==> config.mk <==
export PLATFORM = sky130hd
export DESIGN_NAME = stp_ctrl
export DESIGN_NICKNAME = d
export VERILOG_FILES = /design/src/hw/rtl/stp_pkg.sv /design/src/hw/rtl/stp_ctrl.sv
export SDC_FILE = /design/constraint.sdc
export NUM_CORES = 1
export LEC_CHECK = 0
export BUFFER_PORTS_ARGS = -buffer_cell sky130_fd_sc_hd__clkbuf_2
export CORE_AREA = 2 2 39 41
export CTS_CLUSTER_SIZE = 8
export DETAILED_ROUTE_END_ITERATION = 7
export DIE_AREA = 0 0 41 43
export PLACE_DENSITY = 0.64
export SLEW_MARGIN = 20
export SYNTH_ARGS = -nofsm -noshare
export SYNTH_HDL_FRONTEND = slang
export SYNTH_SLANG_ARGS = --single-unit
==> constraint.sdc <==
create_clock -name clk -period 1.67 [get_ports clk]
set_input_delay 0.0835 -clock clk [delete_from_list [all_inputs] [get_ports clk]]
set_output_delay 0.0835 -clock clk [all_outputs]
set_load 0.01 [all_outputs]
==> src/hw/rtl/stp_pkg.sv <==
// section timing profiler: shared constants, codes, record and control types
// used by stp_div, stp_dpath, stp_ctrl and section_timing_profiler_core
// no dependencies
package stp_pkg;

	localparam int unsigned SECTIONS   = 64;
	localparam int unsigned SEC_AW     = (SECTIONS > 1) ? $clog2(SECTIONS) : 1;
	localparam int unsigned SECTION_W  = 6;
	localparam int unsigned STAMP_W    = 64;
	localparam int unsigned COUNT_W    = 32;
	localparam int unsigned CMD_W      = 2;
	localparam int unsigned STATUS_W   = 2;
	localparam int unsigned IN_TDATA_W  = ((SECTION_W + STAMP_W + 7) / 8) * 8;
	localparam int unsigned OUT_TDATA_W = 4 * STAMP_W + COUNT_W;
	localparam int unsigned DIV_CNT_W   = $clog2(STAMP_W + 1);

	localparam logic [STAMP_W-1:0] ALL_ONES   = {STAMP_W{1'b1}};
	localparam logic [COUNT_W-1:0] TRIM_CALLS = COUNT_W'(4);

	typedef enum logic [CMD_W-1:0] {
		CMD_BEGIN = 2'd0,
		CMD_END   = 2'd1,
		CMD_READ  = 2'd2,
		CMD_NONE  = 2'd3
	} stp_op_t;

	typedef enum logic [STATUS_W-1:0] {
		STS_OK     = 2'd0,
		STS_UNUSED = 2'd1,
		STS_FEW    = 2'd2
	} stp_status_t;

	typedef enum logic [2:0] {
		ST_IDLE,
		ST_EXEC,
		ST_UPD,
		ST_TRIM,
		ST_DSTART,
		ST_DIV
	} stp_state_t;

	// one profiling record, kept per section in the record memory
	typedef struct packed {
		logic [STAMP_W-1:0] start_stamp;
		logic [STAMP_W-1:0] sum_ticks;
		logic [STAMP_W-1:0] least_first;
		logic [STAMP_W-1:0] least_second;
		logic [STAMP_W-1:0] most_first;
		logic [STAMP_W-1:0] most_second;
		logic [COUNT_W-1:0] begin_count;
	} stp_rec_t;

	// controller to datapath
	typedef struct packed {
		logic       accept;
		logic       begin_wr;
		logic       diff_ld;
		logic       end_wr;
		logic       out_simple;
		logic       trim_ld;
		logic       trim_step;
		logic [1:0] trim_sel;
		logic       div_start;
		logic       out_avg;
	} stp_cmd_t;

	// datapath to controller
	typedef struct packed {
		stp_op_t op;
		logic    used;
		logic    few;
		logic    out_free;
		logic    div_busy;
	} stp_sts_t;

endpackage

==> src/hw/rtl/stp_ctrl.sv <==
// controller: sequences one item through record read, update or trim and
// divide, and result load; depends on stp_pkg
module stp_ctrl (
	input  logic                 clk,
	input  logic                 arst_n,
	input  logic                 in_valid,
	output logic                 in_ready,
	input  stp_pkg::stp_sts_t    sts,
	output stp_pkg::stp_cmd_t    cmd
);

	stp_pkg::stp_state_t  state_q;
	stp_pkg::stp_state_t  state_d;
	logic [1:0]           trim_cnt_q;

	always_ff @(posedge clk or negedge arst_n) begin
		if (!arst_n) begin
			state_q    <= stp_pkg::ST_IDLE;
			trim_cnt_q <= '0;
		end else begin
			state_q <= state_d;
			if (state_q == stp_pkg::ST_TRIM)
				trim_cnt_q <= trim_cnt_q + 1'b1;
			else
				trim_cnt_q <= '0;
		end
	end

	always_comb begin
		state_d = state_q;
		case (state_q)
			stp_pkg::ST_IDLE:
				if (in_valid)
					state_d = stp_pkg::ST_EXEC;
			stp_pkg::ST_EXEC: begin
				case (sts.op)
					stp_pkg::CMD_END:
						if (sts.used)
							state_d = stp_pkg::ST_UPD;
						else if (sts.out_free)
							state_d = stp_pkg::ST_IDLE;
					stp_pkg::CMD_READ:
						if (sts.used && !sts.few)
							state_d = stp_pkg::ST_TRIM;
						else if (sts.out_free)
							state_d = stp_pkg::ST_IDLE;
					default:
						if (sts.out_free)
							state_d = stp_pkg::ST_IDLE;
				endcase
			end
			stp_pkg::ST_UPD:
				if (sts.out_free)
					state_d = stp_pkg::ST_IDLE;
			stp_pkg::ST_TRIM:
				if (trim_cnt_q == 2'd3)
					state_d = stp_pkg::ST_DSTART;
			stp_pkg::ST_DSTART:
				state_d = stp_pkg::ST_DIV;
			stp_pkg::ST_DIV:
				if (!sts.div_busy && sts.out_free)
					state_d = stp_pkg::ST_IDLE;
			default:
				state_d = stp_pkg::ST_IDLE;
		endcase
	end

	always_comb begin
		cmd      = '0;
		in_ready = 1'b0;
		case (state_q)
			stp_pkg::ST_IDLE: begin
				in_ready   = 1'b1;
				cmd.accept = in_valid;
			end
			stp_pkg::ST_EXEC: begin
				case (sts.op)
					stp_pkg::CMD_BEGIN: begin
						cmd.begin_wr   = sts.out_free;
						cmd.out_simple = sts.out_free;
					end
					stp_pkg::CMD_END: begin
						cmd.diff_ld    = sts.used;
						cmd.out_simple = !sts.used && sts.out_free;
					end
					stp_pkg::CMD_READ: begin
						cmd.trim_ld    = sts.used && !sts.few;
						cmd.out_simple = !(sts.used && !sts.few) && sts.out_free;
					end
					default:
						cmd.out_simple = sts.out_free;
				endcase
			end
			stp_pkg::ST_UPD: begin
				cmd.end_wr     = sts.out_free;
				cmd.out_simple = sts.out_free;
			end
			stp_pkg::ST_TRIM: begin
				cmd.trim_step = 1'b1;
				cmd.trim_sel  = trim_cnt_q;
			end
			stp_pkg::ST_DSTART:
				cmd.div_start = 1'b1;
			stp_pkg::ST_DIV:
				cmd.out_avg = !sts.div_busy && sts.out_free;
			default: begin
				cmd      = '0;
				in_ready = 1'b0;
			end
		endcase
	end

endmodule

Word level (Yosys, flattened, before mapping) --
Cells that the tools add are included. W data, S select, Z words.
Cells by class: mux-type cells 22, $add $sub $neg 1, reductions and logical operators 11, equal/unequal tests 11
Operators by type and width (number):
- $mux W3 | 7
- $pmux W3 S6 | 1
- $mux W1 | 9
- $eq A3 B2 Y1 const B | 2
- $eq A3 B3 Y1 const B | 2
- $pmux W3 S2 | 1
- $eq A2 B2 Y1 const B | 2
- $logic_and A1 B1 Y1 | 4
- $logic_not A1 Y1 | 4
- $mux W2 | 2
- $ne A2 B2 Y1 const B | 2
- $pmux W1 S2 | 2
- $eq A3 B1 Y1 const B | 1
- $logic_not A3 Y1 | 1
- $reduce_and A3 Y1 | 1
- $add A2 B1 Y2 const B | 1
- $eq A2 B1 Y1 const B | 1
- $logic_not A2 Y1 | 1
- $ne A2 B1 Y1 const B | 1
Storage, ports and cells: register bits 5, input bits 9

Depth between registers and ports, before layout --
Gate-level depths: netlist of run 1.
depth after elaboration 6, mapped depth 5, mapped depth without buffers 5

Worst setup path before layout of run 1 --
No wires, ideal clock.
path kind register -> output, from register state_q[0], to output port cmd[10] (netlist bit), slack 443 ps, cell stages (with the launch flop) 4, arrival time 1144 ps, cells stage by stage dfrtp_1 buf_6 nor3_1 and2_1
RTL lines:
- start: declaration | RTL line stp_ctrl.sv:12 | stp_pkg::stp_state_t state_q;
- start signal: assignment | RTL line stp_ctrl.sv:18 | state_q <= stp_pkg::ST_IDLE;
- start signal: assignment | RTL line stp_ctrl.sv:21 | state_q <= state_d;
- end: declaration | RTL line stp_ctrl.sv:9 | output stp_pkg::stp_cmd_t cmd

==> results of run 1 <==
what timing repair did:
| item | CTS | global route |
|---|---|---|
| endpoints found under the setup margin | 0 | 0 |
| endpoints found under the hold margin | 5 | 0 |
| hold buffers | 1 | 0 |
worst min path at each step:
stage	depth (start not counted)	endpoint	slack, ns
after floorplan	0	state_q[0]$_DFFE_PN0P_	-0.21
after detailed placement	1	state_q[0]$_DFFE_PN0P_	-0.09
after global routing	3	state_q[0]$_DFFE_PN0P_	0.09
after CTS	3	state_q[0]$_DFFE_PN0P_	0.09
final	3	state_q[0]$_DFFE_PN0P_	0.1
after global placement	1	trim_cnt_q[0]$_DFF_PN0_	-0.1
metal layers:
| layer | share of wire, % | vias up | routed length, um | global-route usage (%) |
|---|---|---|---|---|
| met5 | 0 | - | 0 | 0 |
| met4 | 0 | 0 | 0 | 8.00 |
| met3 | 5.2 | 0 | 48 | 1.57 |
| met2 | 47 | 12 | 437 | 15.6 |
| met1 | 47 | 195 | 437 | 16.3 |
| li1 | - | 231 | - | - |
cell type report:
| class | instances | area share, % |
|---|---|---|
| Clock buffer | 4 | 4.31 |
| Sequential cell | 5 | 20.5 |
| Timing Repair Buffer | 21 | 18.1 |
| Multi-Input combinational cell | 42 | 52.0 |
| Tap cell | 16 | 3.29 |
| Inverter | 3 | 1.85 |
kinds of logic after synthesis:
group                    after synthesis  synth area share [%]
buffers and inverters                  5                  6.37
AO/OA/AOI/OAI                          9                  14.9
multiplexers                           1                  2.12
AND/OR/NAND/NOR                       28                  39.5
adder cells (fa/ha/maj)                4                  10.6
flip-flops                             5                  26.5
state kept, by name, summed over array words and instances, names as in the netlist:
register	cells
trim_cnt_q	2
state_q	3
critical path: stages, from the launching register on:
cell and delay, ns:
dfrtp_1 0.49, and3b_1 0.36, and2_1 0.17, clkbuf_2 0.12
layout by cell type (no fill, tap or decap):
cell	synthesis	layout
or2b_1	1	1
dfrtp_1	5	5
nand2_1	2	2
clkbuf_1	0	1
nand2b_4	1	1
o2111ai_1	1	1
nor3b_2	1	1
clkbuf_2	0	20
and4b_1	1	1
nand2b_1	3	3
nor2_1	2	2
a32oi_2	1	1
o21ai_0	1	1
and3_1	4	4
a21o_1	1	1
inv_1	3	3
and2b_1	1	1
dlygate4sd3_1	0	1
clkbuf_4	0	3
and3b_1	1	1
o221ai_1	1	1
o22a_1	1	1
nor3_1	1	1
ha_1	4	4
and2_1	5	5
mux2i_1	1	1
a21oi_1	3	3
nor2b_1	5	5
stage by stage:
step | power, uW | util [%] | instance area [um2]
final | 629 | 44.0 | 609
after global routing | 684 | 44.0 | 609
after CTS | 642 | 44.0 | 609
after detailed placement | 498 | 41.4 | 573
after global placement | 493 | 41.4 | 573
after floorplan | 433 | - | 472
where the power goes:
group | switching, uW | internal, uW
Sequential | 48.9 | 149
Combinational | 144 | 153
Clock | 44.5 | 90.0
Total | 237 | 392
==> impl_metrics.env, run 1 <==
export IMPL_outcome="completed"
export IMPL_h_tree_depth=1
export IMPL_post_cts_buffers=0
export IMPL_yosys_warnings=0
export IMPL_drcViolationCount=0
export IMPL_tns_ns=0
export IMPL_max_clock_freq_mhz=686
export IMPL_setup_viol=0
export IMPL_finalCritPeriodShare_pct=87.3
export IMPL_rows=14
export IMPL_layout_drive_gt1_share_pct=34.7
export IMPL_yosys_cell_types_count=26
export IMPL_grt_pass1_wl_mm=1.39
export IMPL_first_pass_iters=4
export IMPL_multiInputGateArea_um2=317
export IMPL_first_global_vias=340
export IMPL_grt_ovfl_total=0
export IMPL_postSynthAreaPerCell_um2=9.07
export IMPL_rrSetupSlack_ns=0.43
export IMPL_fillerInstances=146
export IMPL_grt_max_degree=11
export IMPL_rsz0062_at_grt="no"
export IMPL_synth_area_leaders="dfrtp_1 (27%), ha_1 (11%), and2_1 (6.6%)"
export IMPL_core_area_um2=1380
export IMPL_syn_nets=65
export IMPL_slew_limit_headroom_pct=77.1
export IMPL_clock_latency_ns=0.23
export IMPL_yosysSeqAreaShare_pct=26.5
export IMPL_synth_flop_cell="dfrtp_1"
export IMPL_netlist_area_um2=472
export IMPL_placed_cells=86
export IMPL_dpl_worst_slack_ns=0.423
export IMPL_drt_iter0_drc=14
export IMPL_power_leakage_uw=0.000347
export IMPL_initial_core_util_pct=34.1
export IMPL_reg2reg_to="state_q[0]$_DFFE_PN0P_"
export IMPL_die_area_um2=1760
export IMPL_async_flop_share_pct=100
export IMPL_finalHoldViolations=0
export IMPL_synthTopCellsByCount="and2_1 (5), dfrtp_1 (5), nor2b_1 (5), and3_1 (4), ha_1 (4)"
export IMPL_io_buffers=20
export IMPL_setup_slack_ns=0.213
export IMPL_cts_resized=0
export IMPL_antennaDiodeCount=0
export IMPL_die_x_um=41
export IMPL_synth_seq_cells=5
export IMPL_ant_nets=0
export IMPL_cts_tree="built"
export IMPL_area_growth_synth_to_final_pct=29.2
export IMPL_finalCriticalPeriod_ns=1.46
export IMPL_wl_per_cell_um=10.1
export IMPL_reg2reg_depth=3
export IMPL_cts_buffers=3
export IMPL_ios=21
export IMPL_clock_sinks=5
export IMPL_critPathArrivalTime_ns=1.37
export IMPL_critPathKind="flop to primary output"
export IMPL_critPathRequiredTime_ns=1.59
export IMPL_max_cap_violations=0
export IMPL_die_h_um=43
export IMPL_cp_max_fo=10
export IMPL_via_per_inst=4.81
export IMPL_r2r_start="state_q[0]$_DFFE_PN0P_"
export IMPL_critPathLaunch="state_q[0]$_DFFE_PN0P_"
export IMPL_nets=89
export IMPL_hold_slack_ns=0.0962
export IMPL_final_setup_skew_ns=0.00146
export IMPL_tightest_slew_ns=0.341
export IMPL_stdcell_count=91
export IMPL_clockRootBuffer="clkbuf_4"
export IMPL_ff_latch_area_um2=125
export IMPL_start_kind="flop"
export IMPL_synth_edff_count=0
export IMPL_gp_congestion=0.693
export IMPL_min_from="in_valid"
export IMPL_end_kind="primary output"
export IMPL_hold_path_class="primary input to flop"
export IMPL_drt_wl_total_um=923
export IMPL_p_per_area_nw_per_um2=1030
export IMPL_synth_largest_area_cell="dfrtp_1"
export IMPL_clk_pin_slew_ns=0.04
export IMPL_syn_inst=52
export IMPL_antenna_found_initial=0
export IMPL_dp_hpwl_um=761
export IMPL_vdd_ir_drop_worst_mv=0.557
export IMPL_cts_buffer_depth=2
export IMPL_vias=438
export IMPL_critical_path_endpoint="cmd[3]"
export IMPL_finalMaxSlewViolations=0
export IMPL_grtUsageTotal_pct=11.6
export IMPL_synth_top_area_share_pct=26.5
(Power assumes the default switching activity.)
==> run 2, diff against run 1 <==
--- a/config.mk
+++ b/config.mk
@@ -11,6 +11,7 @@
 export DETAILED_ROUTE_END_ITERATION = 7
 export DIE_AREA = 0 0 41 43
 export PLACE_DENSITY = 0.64
+export RECOVER_POWER = 25
 export SLEW_MARGIN = 20
 export SYNTH_ARGS = -nofsm -noshare
 export SYNTH_HDL_FRONTEND = slang
==> impl_metrics.env, run 2 (synthesis gave the netlist of run 1 again) <==
export IMPL_initial_core_util_pct=34.1
export IMPL_rrSetupSlack_ns=0.43
export IMPL_tightest_slew_ns=0.341
export IMPL_min_path_cells=3
export IMPL_critical_path_max_stage_delay_ns=0.49
export IMPL_core_area_um2=1380
export IMPL_largest_reg_flops=3
export IMPL_io_buffers=20
export IMPL_most_common_layout_cells="clkbuf_2 (19), and2_1 (5), nor2b_1 (5), dfrtp_1 (5)"
export IMPL_cts_resized=0
export IMPL_clockRootBuffer="clkbuf_4"
export IMPL_grt_ovfl_total=0
export IMPL_outcome="completed"
export IMPL_start_kind="flop"
export IMPL_critPathRequiredTime_ns=1.59
export IMPL_seq_power_share_pct=31.5
export IMPL_antennaDiodeCount=0
export IMPL_cp_max_fo=10
export IMPL_max_cap_violations=0
export IMPL_largestRegisters="state_q (3), trim_cnt_q (2)"
export IMPL_power_leakage_uw=0.000344
export IMPL_grt_pass1_wl_mm=1.39
export IMPL_vias=439
export IMPL_h_tree_depth=1
export IMPL_finalMaxSlewViolations=0
export IMPL_dp_hpwl_um=761
export IMPL_reg2reg_depth=3
export IMPL_clock_sinks=5
export IMPL_nets=89
export IMPL_min_from="in_valid"
export IMPL_critPathKind="flop to primary output"
export IMPL_rsz0062_at_grt="no"
export IMPL_ios=21
export IMPL_vdd_ir_drop_worst_mv=0.557
export IMPL_finalCriticalPeriod_ns=1.46
export IMPL_grt_max_degree=11
export IMPL_drcViolationCount=0
export IMPL_top_register="state_q"
export IMPL_slew_limit_headroom_pct=77.1
export IMPL_clkPwrFrac_pct=21.4
export IMPL_setup_viol=0
export IMPL_first_global_vias=340
export IMPL_final_common_cell="clkbuf_2"
export IMPL_ant_nets=0
export IMPL_hold_path_class="primary input to flop"
export IMPL_p_sw_uw=237
export IMPL_p_per_area_nw_per_um2=1030
export IMPL_cts_buffer_depth=2
export IMPL_hold_slack_ns=0.0962
export IMPL_finalHoldViolations=0
export IMPL_holdPathEnd="state_q[0]$_DFFE_PN0P_"
export IMPL_final_setup_skew_ns=0.00146
export IMPL_gp_congestion=0.693
export IMPL_max_clock_freq_mhz=686
export IMPL_p_int_uw=391
export IMPL_via_per_inst=4.82
export IMPL_antenna_found_initial=0
export IMPL_cts_tree="built"
export IMPL_cp_slowest_cell="dfrtp_1"
export IMPL_die_h_um=43
export IMPL_layout_drive_gt1_share_pct=33.3
export IMPL_die_area_um2=1760
export IMPL_switching_share_pct=37.7
export IMPL_wl_per_cell_um=10.1
export IMPL_drt_iter0_drc=14
export IMPL_finalCritPeriodShare_pct=87.3
export IMPL_p_total_uw=628
export IMPL_clk_pin_slew_ns=0.04
export IMPL_reg2reg_to="state_q[0]$_DFFE_PN0P_"
export IMPL_first_pass_iters=4
export IMPL_drt_wl_total_um=923
export IMPL_clock_latency_ns=0.23
export IMPL_cts_buffers=3
export IMPL_crit_chain="and3b_1, and2_1, clkbuf_2"
export IMPL_grtUsageTotal_pct=11.6
export IMPL_rows=14
export IMPL_end_kind="primary output"
export IMPL_tns_ns=0
export IMPL_die_x_um=41
export IMPL_r2r_start="state_q[0]$_DFFE_PN0P_"
export IMPL_post_cts_buffers=0
export IMPL_pwr_share_comb_pct=47.1
export IMPL_fin_util_pct=43.9
export IMPL_critPathArrivalTime_ns=1.37
export IMPL_area_growth_synth_to_final_pct=28.9
-- run 2: area by class of cell --
cell class                      instances  area (um2)
Fill cell                             147         776
Inverter                                3        11.3
Clock buffer                            4        26.3
Multi-Input combinational cell         42         317
Tap cell                               16        20.0
Sequential cell                         5         125
Timing Repair Buffer                   21         109
-- run 2: worst max path at each step --
stage                                 startpoint                     end  slack [ns]  cells past startpoint
after global routing      state_q[0]$_DFFE_PN0P_                  cmd[2]         0.1                      3
final                     state_q[0]$_DFFE_PN0P_                  cmd[3]        0.21                      3
after CTS                 state_q[0]$_DFFE_PN0P_                  cmd[3]        0.20                      3
after global placement                    sts[4]  state_q[0]$_DFFE_PN0P_        0.41                      6
after detailed placement                  sts[4]  state_q[0]$_DFFE_PN0P_        0.42                      6
after floorplan           state_q[0]$_DFFE_PN0P_                 cmd[10]        0.44                      3
-- run 2: timing repair --
item | CTS | global route
hold buffers | 1 | 0
setup endpoints to repair | 0 | 0
hold endpoints to repair | 5 | 0
-- run 2: worst max-delay path: cells and delay by family (launching register included) --
kind	cells	cell delay [ns]
and+or+nand+nor	2	0.53
DFF	1	0.49
buffers and inverters	1	0.12
-- run 2: stage by stage --
step / cells / setup slack [ns] / cell area [um2]
6_report: 91 / 0.213 / 608
5_1_grt: 91 / 0.0971 / 608
4_1_cts: 91 / 0.197 / 609
3_5_place_dp: 86 / 0.423 / 573
3_3_place_gp: 86 / 0.406 / 573
2_1_floorplan: 52 / 0.443 / 472
-- run 2: power groups by stage --
stage | Clock (uW) | Sequential (uW) | Combinational [uW]
after global routing | 147 | 208 | 329
after global placement | 0 | 194 | 299
after CTS | 143 | 198 | 302
final | 135 | 198 | 296
after floorplan | 0 | 170 | 262
after detailed placement | 0 | 199 | 299
-- run 2: per-layer routing --
layer / share of wire [%] / track usage [%] / wire [um]
met3: 5.2 / 1.57 / 48
met5: 0 / 0 / 0
met2: 48 / 15.6 / 439
met4: 0 / 8.00 / 0
met1: 47 / 16.3 / 434
